File: config.mk
export PLATFORM = sky130hd
export DESIGN_NAME = rr_sjf_task_scheduler_top
export DESIGN_NICKNAME = d
export VERILOG_FILES = /design/src/sv/rrs_pkg.sv /design/src/sv/rrs_front.sv /design/src/sv/rrs_back.sv /design/src/sv/rr_sjf_task_scheduler_top.sv
export SDC_FILE = /design/constraint.sdc
export NUM_CORES = 2
export LEC_CHECK = 0
export BUFFER_PORTS_ARGS = -buffer_cell sky130_fd_sc_hd__buf_2
export CAP_MARGIN = 20
export CORE_AREA = 10 10 260 361
export CTS_CLUSTER_SIZE = 40
export DETAILED_ROUTE_END_ITERATION = 8
export DIE_AREA = 0 0 270 371
export HOLD_SLACK_MARGIN = 0.08
export PLACE_DENSITY = 0.85
export SKIP_CTS_REPAIR_TIMING = 1
export SYNTH_ARGS = -nofsm -noshare
export SYNTH_HDL_FRONTEND = slang
export SYNTH_SLANG_ARGS = --single-unit
File: constraint.sdc
create_clock -name clk_i -period 6.6 [get_ports clk_i]
set_input_delay 1.32 -clock clk_i [delete_from_list [all_inputs] [get_ports clk_i]]
set_output_delay 1.32 -clock clk_i [all_outputs]
set_load 0.03 [all_outputs]
File: src/sv/rrs_pkg.sv
// Shared types and constants for the round-robin / SJF task scheduler.
`timescale 1ns / 1ps
`default_nettype none
package rrs_pkg;

  localparam int unsigned OpArrival = 0;

  typedef enum logic [1:0] {
    ST_IDLE  = 2'd0,
    ST_READY = 2'd1,
    ST_RUN   = 2'd2,
    ST_DONE  = 2'd3
  } task_st_e;

  localparam logic [0:0] CfgMode    = 1'b0;
  localparam logic [0:0] CfgQuantum = 1'b1;

  // Request passed from the front end to the back end.
  typedef struct packed {
    logic        is_tick;
    logic [15:0] burst;
  } req_t;

  // Result item.
  typedef struct packed {
    logic [31:0] total_wait;
    logic [5:0]  ready_count;
    logic [4:0]  finished_task;
    logic        finished_valid;
    logic [4:0]  running_task;
    logic        running_valid;
    logic        table_full;
  } res_t;

endpackage
`default_nettype wire

File: src/sv/rrs_front.sv
// Front end: decodes a request into the two-entry request queue.
`timescale 1ns / 1ps
`default_nettype none
module rrs_front (
  input  wire logic          clk_i,
  input  wire logic          rst_ni,
  input  wire logic          in_valid_i,
  output logic               in_ready_o,
  input  wire logic          opcode_i,
  input  wire logic [15:0]   burst_i,
  output rrs_pkg::req_t      q_data_o,
  output logic               q_valid_o,
  input  wire logic          q_ready_i
);
  import rrs_pkg::*;

  // Two-entry request queue.
  req_t       mem_q [2];
  logic       wp_q, rp_q;
  logic [1:0] cnt_q;
  logic       push, pop;

  assign in_ready_o = (cnt_q != 2'd2);
  assign q_valid_o  = (cnt_q != 2'd0);
  assign q_data_o   = mem_q[rp_q];
  assign push       = in_valid_i && in_ready_o;
  assign pop        = q_valid_o && q_ready_i;

  // Store classified request.
  always_ff @(posedge clk_i) begin
    if (push) begin
      mem_q[wp_q].is_tick <= (opcode_i != 1'(OpArrival));
      mem_q[wp_q].burst   <= burst_i;
    end
  end

  // Advance pointers.
  always_ff @(posedge clk_i or negedge rst_ni) begin
    if (!rst_ni) begin
      wp_q  <= 1'b0;
      rp_q  <= 1'b0;
      cnt_q <= 2'd0;
    end else begin
      if (push) wp_q <= ~wp_q;
      if (pop)  rp_q <= ~rp_q;
      cnt_q <= cnt_q + 2'(push) - 2'(pop);
    end
  end
endmodule
`default_nettype wire

File: src/sv/rrs_back.sv
// Back end: task table, RR FIFO, serial SJF pick and ready count.
`timescale 1ns / 1ps
`default_nettype none
module rrs_back #(
  parameter int unsigned MaxTasks = 32
) (
  input  wire logic          clk_i,
  input  wire logic          rst_ni,
  input  wire logic          mode_i,
  input  wire logic [15:0]   quantum_i,
  input  wire rrs_pkg::req_t q_data_i,
  input  wire logic          q_valid_i,
  output logic               q_ready_o,
  output rrs_pkg::res_t      res_o,
  output logic               res_valid_o,
  input  wire logic          res_ready_i
);
  import rrs_pkg::*;

  localparam int unsigned IdW  = $clog2(MaxTasks);
  localparam int unsigned CntW = $clog2(MaxTasks + 1);

  typedef enum logic [5:0] {
    S_IDLE  = 6'b000001,
    S_RRPOP = 6'b000010,
    S_RRCHK = 6'b000100,
    S_SCAN  = 6'b001000,
    S_RUN   = 6'b010000,
    S_CNT   = 6'b100000
  } st_e;

  st_e              st_q;
  logic [15:0]      burst_q [MaxTasks];
  task_st_e         stat_q [MaxTasks];
  logic [IdW-1:0]   fifo_q [MaxTasks];
  logic [IdW-1:0]   head_q;
  logic [CntW-1:0]  fcnt_q, tcnt_q, rdy_q;
  logic             cur_v_q;
  logic [IdW-1:0]   cur_q;
  logic [15:0]      slice_q;
  logic [31:0]      wait_q;
  logic [IdW-1:0]   idx_q;
  logic             best_v_q;
  logic [IdW-1:0]   best_q;
  logic [15:0]      best_b_q;
  logic             tick_q, full_q, fin_v_q;
  logic [IdW-1:0]   fin_q;
  logic             run_v_q;
  logic [IdW-1:0]   run_id_q;
  logic [IdW-1:0]   pop_id_q;
  res_t             res_q;
  logic             res_v_q;
  logic [IdW-1:0]   tail, cur_tail;
  logic [CntW:0]    tail_sum;

  assign q_ready_o   = (st_q == S_IDLE) && !res_v_q;
  assign res_o       = res_q;
  assign res_valid_o = res_v_q;
  // Wrap the FIFO tail with a compare and subtract.
  assign tail_sum = (CntW+1)'(head_q) + (CntW+1)'(fcnt_q);
  assign tail     = (tail_sum >= (CntW+1)'(MaxTasks)) ?
                    IdW'(tail_sum - (CntW+1)'(MaxTasks)) : IdW'(tail_sum);
  assign cur_tail = tail;

  // Sequencer for one request.
  always_ff @(posedge clk_i or negedge rst_ni) begin
    if (!rst_ni) begin
      st_q    <= S_IDLE;
      for (int i = 0; i < MaxTasks; i++) stat_q[i] <= ST_IDLE;
      head_q  <= '0;
      fcnt_q  <= '0;
      tcnt_q  <= '0;
      cur_v_q <= 1'b0;
      slice_q <= '0;
      res_v_q <= 1'b0;
      idx_q   <= '0;
      rdy_q   <= '0;
      tick_q  <= 1'b0;
      full_q  <= 1'b0;
      fin_v_q <= 1'b0;
      run_v_q <= 1'b0;
    end else begin
      if (res_v_q && res_ready_i) res_v_q <= 1'b0;
      case (st_q)
        S_IDLE: if (q_valid_i && !res_v_q) begin
          tick_q  <= q_data_i.is_tick;
          full_q  <= 1'b0;
          fin_v_q <= 1'b0;
          idx_q   <= '0;
          rdy_q   <= '0;
          if (!q_data_i.is_tick) begin
            // Register arrival.
            if (tcnt_q >= CntW'(MaxTasks)) begin
              full_q <= 1'b1;
            end else begin
              burst_q[tcnt_q[IdW-1:0]] <= q_data_i.burst;
              tcnt_q <= tcnt_q + CntW'(1);
              if (q_data_i.burst == '0) begin
                stat_q[tcnt_q[IdW-1:0]] <= ST_DONE;
              end else begin
                stat_q[tcnt_q[IdW-1:0]] <= ST_READY;
                if (!mode_i && fcnt_q < CntW'(MaxTasks)) begin
                  fifo_q[tail] <= tcnt_q[IdW-1:0];
                  fcnt_q <= fcnt_q + CntW'(1);
                end
              end
            end
            st_q <= S_CNT;
          end else if (cur_v_q && !mode_i && slice_q == '0) begin
            // Requeue expired task.
            stat_q[cur_q] <= ST_READY;
            if (fcnt_q < CntW'(MaxTasks)) begin
              fifo_q[cur_tail] <= cur_q;
              fcnt_q <= fcnt_q + CntW'(1);
            end
            cur_v_q <= 1'b0;
            st_q    <= S_RRPOP;
          end else if (cur_v_q) begin
            st_q <= S_RUN;
          end else begin
            best_v_q <= 1'b0;
            st_q <= mode_i ? S_SCAN : S_RRPOP;
          end
        end
        S_RRPOP: begin
          if (fcnt_q == '0) begin
            st_q <= S_RUN;
          end else begin
            pop_id_q <= fifo_q[head_q];
            head_q   <= (head_q == IdW'(MaxTasks - 1)) ? '0 : head_q + IdW'(1);
            fcnt_q   <= fcnt_q - CntW'(1);
            st_q     <= S_RRCHK;
          end
        end
        S_RRCHK: begin
          if (stat_q[pop_id_q] == ST_READY) begin
            cur_v_q <= 1'b1;
            cur_q   <= pop_id_q;
            stat_q[pop_id_q] <= ST_RUN;
            slice_q <= (quantum_i == '0) ? 16'd1 : quantum_i;
            st_q    <= S_RUN;
          end else begin
            st_q <= S_RRPOP;
          end
        end
        S_SCAN: begin
          // One slot per cycle; strict less keeps the lower id.
          if (stat_q[idx_q] == ST_READY &&
              (!best_v_q || burst_q[idx_q] < best_b_q)) begin
            best_v_q <= 1'b1;
            best_q   <= idx_q;
            best_b_q <= burst_q[idx_q];
          end
          if (idx_q == IdW'(MaxTasks - 1)) begin
            idx_q <= '0;
            st_q  <= S_RUN;
            if (stat_q[idx_q] == ST_READY &&
                (!best_v_q || burst_q[idx_q] < best_b_q)) begin
              cur_v_q <= 1'b1;
              cur_q   <= idx_q;
              stat_q[idx_q] <= ST_RUN;
              slice_q <= (quantum_i == '0) ? 16'd1 : quantum_i;
            end else if (best_v_q) begin
              cur_v_q <= 1'b1;
              cur_q   <= best_q;
              stat_q[best_q] <= ST_RUN;
              slice_q <= (quantum_i == '0) ? 16'd1 : quantum_i;
            end
          end else begin
            idx_q <= idx_q + IdW'(1);
          end
        end
        S_RUN: begin
          // Run the current task one unit.
          run_v_q  <= cur_v_q;
          run_id_q <= cur_q;
          if (cur_v_q) begin
            if (burst_q[cur_q] != '0) burst_q[cur_q] <= burst_q[cur_q] - 16'd1;
            if (slice_q != '0) slice_q <= slice_q - 16'd1;
            if (burst_q[cur_q] <= 16'd1) begin
              fin_v_q <= 1'b1;
              fin_q   <= cur_q;
              stat_q[cur_q] <= ST_DONE;
              cur_v_q <= 1'b0;
            end
          end
          idx_q <= '0;
          st_q  <= S_CNT;
        end
        S_CNT: begin
          // Count ready slots serially, then emit.
          rdy_q <= rdy_q + CntW'(stat_q[idx_q] == ST_READY);
          if (idx_q == IdW'(MaxTasks - 1)) begin
            st_q <= S_IDLE;
            idx_q <= '0;
          end else begin
            idx_q <= idx_q + IdW'(1);
          end
        end
        default: st_q <= S_IDLE;
      endcase
      // Finish the result the cycle after the count completes.
      if (st_q == S_CNT && idx_q == IdW'(MaxTasks - 1)) begin
        res_v_q <= 1'b1;
      end
    end
  end

  // Result fields that follow the final count.
  logic [CntW-1:0] rdy_fin;
  assign rdy_fin = rdy_q + CntW'(stat_q[idx_q] == ST_READY);
  logic [32:0] wsum_fin;
  assign wsum_fin = {1'b0, wait_q} + 33'(rdy_fin);

  always_ff @(posedge clk_i or negedge rst_ni) begin
    if (!rst_ni) begin
      wait_q <= '0;
    end else if (st_q == S_CNT && idx_q == IdW'(MaxTasks - 1) && tick_q) begin
      wait_q <= wsum_fin[32] ? 32'hFFFF_FFFF : wsum_fin[31:0];
    end
  end

  // Load the result register when the count completes.
  always_ff @(posedge clk_i) begin
    if (st_q == S_CNT && idx_q == IdW'(MaxTasks - 1)) begin
      res_q.table_full     <= full_q;
      res_q.running_valid  <= tick_q && run_v_q;
      res_q.running_task   <= (tick_q && run_v_q) ? 5'(run_id_q) : 5'd0;
      res_q.finished_valid <= fin_v_q;
      res_q.finished_task  <= fin_v_q ? 5'(fin_q) : 5'd0;
      res_q.ready_count    <= 6'(rdy_fin);
      res_q.total_wait     <= !tick_q ? wait_q :
                              (wsum_fin[32] ? 32'hFFFF_FFFF : wsum_fin[31:0]);
    end
  end
endmodule
`default_nettype wire

File: src/sv/rr_sjf_task_scheduler_top.sv
// Top level of the round-robin / shortest-job-first task scheduler.
// Channel  | Dir | Payload
// s_axis   | in  | tuser[0] opcode, tdata[15:0] burst_length
// m_axis   | out | tdata: see port comment
// cfg      | in  | cfg_index_i selects register, cfg_data_i value
// Arrival: the result follows a serial ready count over all slots.
// Tick: in SJF when a pick is needed, a slot scan, then the run step and the count;
// otherwise the run step and the count; RR first pops FIFO entries until one is
// ready or none is left. The back end starts the next request only after
// the result is accepted. Reset clears all control state at once; no clearing pass.
// The front queue takes up to two requests while the back end works or the output stalls.
`timescale 1ns / 1ps
`default_nettype none
module rr_sjf_task_scheduler_top #(
  parameter int unsigned MaxTasks = 32
) (
  input  wire logic        clk_i,
  input  wire logic        rst_ni,
  input  wire logic        s_axis_tvalid,
  output logic             s_axis_tready,
  input  wire logic [15:0] s_axis_tdata,  // burst_length[15:0]
  input  wire logic        s_axis_tuser,  // opcode[0]
  output logic             m_axis_tvalid,
  input  wire logic        m_axis_tready,
  // table_full[0], running_valid[1], running_task[6:2], finished_valid[7],
  // finished_task[12:8], ready_count[18:13], total_wait[50:19]
  output logic [55:0]      m_axis_tdata,
  input  wire logic        cfg_valid_i,
  output logic             cfg_ready_o,
  input  wire logic [0:0]  cfg_index_i,
  input  wire logic [15:0] cfg_data_i
);
  import rrs_pkg::*;

  req_t        req;
  logic        req_v, req_r;
  res_t        res;
  logic        mode_q;
  logic [15:0] quant_q;

  assign cfg_ready_o = 1'b1;

  // Hold configuration registers.
  always_ff @(posedge clk_i or negedge rst_ni) begin
    if (!rst_ni) begin
      mode_q  <= 1'b0;
      quant_q <= 16'd1;
    end else if (cfg_valid_i) begin
      case (cfg_index_i)
        CfgMode:    mode_q  <= cfg_data_i[0];
        CfgQuantum: quant_q <= cfg_data_i;
        default: ;
      endcase
    end
  end

  rrs_front u_front (
    .clk_i, .rst_ni,
    .in_valid_i(s_axis_tvalid), .in_ready_o(s_axis_tready),
    .opcode_i(s_axis_tuser), .burst_i(s_axis_tdata),
    .q_data_o(req), .q_valid_o(req_v), .q_ready_i(req_r)
  );

  rrs_back #(.MaxTasks(MaxTasks)) u_back (
    .clk_i, .rst_ni,
    .mode_i(mode_q), .quantum_i(quant_q),
    .q_data_i(req), .q_valid_i(req_v), .q_ready_o(req_r),
    .res_o(res), .res_valid_o(m_axis_tvalid), .res_ready_i(m_axis_tready)
  );

  assign m_axis_tdata = {5'd0, res.total_wait, res.ready_count, res.finished_task,
                         res.finished_valid, res.running_task, res.running_valid,
                         res.table_full};
endmodule
`default_nettype wire

==> metrics.yaml <==
yosys:
  async_flop_share: 0.177
  number_of_enable_flip_flop_cells_after_synthesis: 799
  synth_most_common_cell: "sky130_fd_sc_hd__edfxtp_1"
  post_synth_fa_ha_maj_area_fraction: 0.0132
  synth_compound_area_frac: 0.106
  synth_largest_type_area_fraction: 0.488
  synthesis.area_mm2: 0.0492
  xor_and_xnor_fraction_of_the_mapped_netlist_area: 0.00748
  netlist_top_cells_area: "sky130_fd_sc_hd__edfxtp_1 (49%), sky130_fd_sc_hd__mux4_2 (10%), sky130_fd_sc_hd__dfrtp_1 (8.7%)"
  post_synth.cell_area_avg_um2: 13.7
  post_synth_most_frequent_cells: "sky130_fd_sc_hd__edfxtp_1 (799), sky130_fd_sc_hd__mux2i_1 (260), sky130_fd_sc_hd__nand2_1 (237)"
  post_synth_mux_area_share: 0.171
  synth_sequential_area_ratio: 0.578
  synth-simple-area-share: 0.0927
  ys_flop_type: "sky130_fd_sc_hd__edfxtp_1"
  synth_seq_cells: 977
  synthDistinctLibCells: 102
  dominant_combinational_cell_family_by_area_after_synthesis: "multiplexers"
  yosys.area.top_type: "sky130_fd_sc_hd__edfxtp_1"
  synth-warning-count: 0
  syn_inst: 3595
clock_network:
  root_buffer_selected_by_cts: "sky130_fd_sc_hd__clkbuf_16"
  cts_num_sinks: 977
  tritoncts: "done"
  clk_pin_slew_worst_paths_ps: 60
  clock_insertion_delay_worst_skew_ps: 720
  htree_num_levels: 3
  cts_max_path_buffers: 3
  cts_inserted_buffers: 92
min_path:
  worst_hold_endpoint: "u_back.res_o[0]$_DFFE_PP_"
  hold-path-cell-count: 0
  min-delay-start: "u_back.full_q$_DFFE_PN0P_"
  min-delay-path-class: "reg2reg"
critical_path:
  endpoint_kind: "flop"
  crit_slowest_cell: "sky130_fd_sc_hd__dfrtp_1"
  setup.worst_path.start_class: "flop"
  timing.rr.start: "u_back.idx_q[4]$_DFFE_PN0P_"
  timing_worst_setup_path_type: "reg2reg"
  critical_path.max_fanout: 19
  cpPeakStageDelay_ps: 830
  crit_required_ps: 7030
  crit_arrival_ps: 6550
  reg2regPathDepth: 18
  r2r-end: "u_back.res_o[43]$_DFFE_PP_"
  cp_cell_sequence: "buf_4 -> nand2b_1 -> nor3_1 -> nor4b_1 -> o211ai_1 -> and2_1 -> ha_1 -> ha_1 -> xor2_1 -> ha_1 -> nor2b_1 -> o21ai_0 -> a21boi_0 -> o21ai_0 -> a2111oi_2 -> nor3b_2 -> nand3_1 -> mux2_2"
  reg2reg_slack_ps: 480
  cp_common_cell: "sky130_fd_sc_hd__ha_1"
timing:
  setup_tns_ps: 0
  worst_pin_slew_ps: 1200
  setup_slack_ps: 482
  max_freq_mhz: 163
  finalCriticalPeriod_ps: 6120
  hold_violation_count_in_the_final_report: 0
  min_period_over_period: 0.927
  relSlewSlack: 0.195
  finalSetupViolCount: 0
  drv_slew: 0
  rsz0062_at_grt: "no"
  fin_worst_skew_ps: 59.4
power_and_ir_drop:
  power.ir.vdd_worst_uv: 313
  leakagePower_nw: 18.4
  powerDensity_mw_per_mm2: 349
global_routing:
  first_pass_grt_wire_length_um: 235000
  grt_start_max_net_pins: 118
  via_count_of_the_first_global_routing_pass: 35238
  groute.layer.met3.usage: 0.0776
  grt_util_all_layers: 0.315
  number_of_antenna_violations_at_the_first_check_in_global_routing: 3
  global_route.usage.met2: 0.500
  busiest_layer: "met2"
  global_route.overflow_total: 0
  groute.layer.met1.usage: 0.368
placement:
  io_buffers: 91
  dp.final_hpwl_um: 103000
  dp_worst_setup_slack_ps: 407
  finalWeightedCongestion: 1.09
  placement.cell_area_mm2: 0.0514
floorplan:
  initial_standard_cell_utilization_of_the_core: 0.566
  die-height_um: 371
  boundaryPins: 98
  fp.dieArea_mm2: 0.100
  die_x_um: 270
  num_rows: 128
  placeable_core_region_mm2: 0.0870
drt:
  viasPerCell: 7.30
  vias: 35797
  violation_count_after_the_first_detailed_routing_iteration: 5793
  detail-route-antenna-nets: 0
  post_drt_wl_per_cell_um: 32.9
  drc_errors: 0
  first_pass_iters: 7
  totalWireLength_um: 161000
cells_and_area:
  area_growth_pct: 10.7
  final_cell_area_mm2: 0.0545
  design.final.nets: 3749
  post_route_cells_drive_above_1_share: 0.206
job:
  cap_viol_max_count: 0
status:
  status: "complete, no violations"
## worst max-delay path by stage
stage / from / endpoint / slack (ps)
floorplan: u_back.idx_q[0]$_DFFE_PN0P_ / u_back.best_b_q[0]$_DFFE_PP_ / 420
global placement: u_back.idx_q[2]$_DFFE_PN0P_ / u_back.res_o[48]$_DFFE_PP_ / 520
detailed placement: u_back.idx_q[2]$_DFFE_PN0P_ / u_back.res_o[50]$_DFFE_PP_ / 410
CTS: u_back.idx_q[2]$_DFFE_PN0P_ / u_back.res_o[50]$_DFFE_PP_ / 360
global route: u_back.idx_q[4]$_DFFE_PN0P_ / u_back.res_o[43]$_DFFE_PP_ / 150
finish: u_back.idx_q[4]$_DFFE_PN0P_ / u_back.res_o[43]$_DFFE_PP_ / 480
## logic make-up (layout without fill, tap and decap cells)
logic type | Yosys count | in the layout
AO/OA/AOI/OAI | 759 | 759
XOR/XNOR | 42 | 42
adder cells (fa/ha/maj) | 50 | 50
buffers and inverters | 329 | 465
flip-flops | 977 | 977
multiplexers | 546 | 546
other | 2 | 7
AND/OR/NAND/NOR | 890 | 890
## registers in the layout, summed over array words and instances, names as in the netlist, 6 cells and up, named ones only
register and flops:
u_back.slice_q 16, u_back.fcnt_q 6, u_front.mem_q 34, u_back.tcnt_q 6, u_back.fifo_q 160, u_back.burst_q 512
u_back.res_o 51, quant_q 16, u_back.best_b_q 16, u_back.wait_q 32, u_back.rdy_q 6, u_back.stat_q 32
u_back.st_q 6
## layer usage
metal | up-vias | part of all wire
met5 | - | 0.00012
met4 | 2 | 0.091
met3 | 838 | 0.12
met2 | 3021 | 0.46
met1 | 17478 | 0.33
li1 | 14458 | -
## where the power goes
part	switching [mW]	internal, mW
Combinational	3.43	1.89
Sequential	0.647	7.66
Clock	2.44	2.94
Total	6.51	12.5
## area by class of cell
class                   count  area, um^2
diodes                      1        2.50
clock buffers             118        2420
clock inverters            51         588
fillers                  6218       32500
inverters                  71         267
multi-input cells        2293       19600
flip-flops and latches    977       28400
well taps                1170        1460
repair buffers            225        1630
## stage by stage
step	hold WS (ps)	power, mW	instances	utilization
2_1_floorplan	425	11.6	3599	-
3_3_place_gp	437	13.3	4730	0.591
3_5_place_dp	438	13.5	4730	0.591
4_1_cts	453	18.8	4899	0.626
5_1_grt	468	19.5	4906	0.626
6_report	452	19.0	4906	0.626
## critical path, delay by kind of cell (launching register included)
kind	cells	cell delay, ps
compound gates	5	1780
xor+xnor	1	270
fa+ha+maj	3	630
buf+inv	1	310
flops	1	830
mux	1	300
simple gates	7	1760
## cell usage in the layout, fill, tap and decap left out, types with 29 or more instances in the layout
master and n:
sky130_fd_sc_hd__a31oi_1 49, sky130_fd_sc_hd__o221ai_1 29, sky130_fd_sc_hd__inv_1 68, sky130_fd_sc_hd__clkbuf_16 92, sky130_fd_sc_hd__and3_1 33, sky130_fd_sc_hd__mux4_2 226, sky130_fd_sc_hd__dfrtp_1 167, sky130_fd_sc_hd__o21ai_0 127
sky130_fd_sc_hd__edfxtp_1 799, sky130_fd_sc_hd__nor2_1 202, sky130_fd_sc_hd__a22oi_1 140, sky130_fd_sc_hd__xnor2_1 33, sky130_fd_sc_hd__nand2b_1 29, sky130_fd_sc_hd__nand3_1 104, sky130_fd_sc_hd__buf_2 90, sky130_fd_sc_hd__o22ai_1 36
sky130_fd_sc_hd__nor3_1 42, sky130_fd_sc_hd__nand2_1 236, sky130_fd_sc_hd__nand4_1 43, sky130_fd_sc_hd__ha_1 47, sky130_fd_sc_hd__mux2i_1 245, sky130_fd_sc_hd__buf_4 120, sky130_fd_sc_hd__a22o_1 36, sky130_fd_sc_hd__mux2_2 56
sky130_fd_sc_hd__a21oi_1 133
Power figures use the tool's default switching activity.
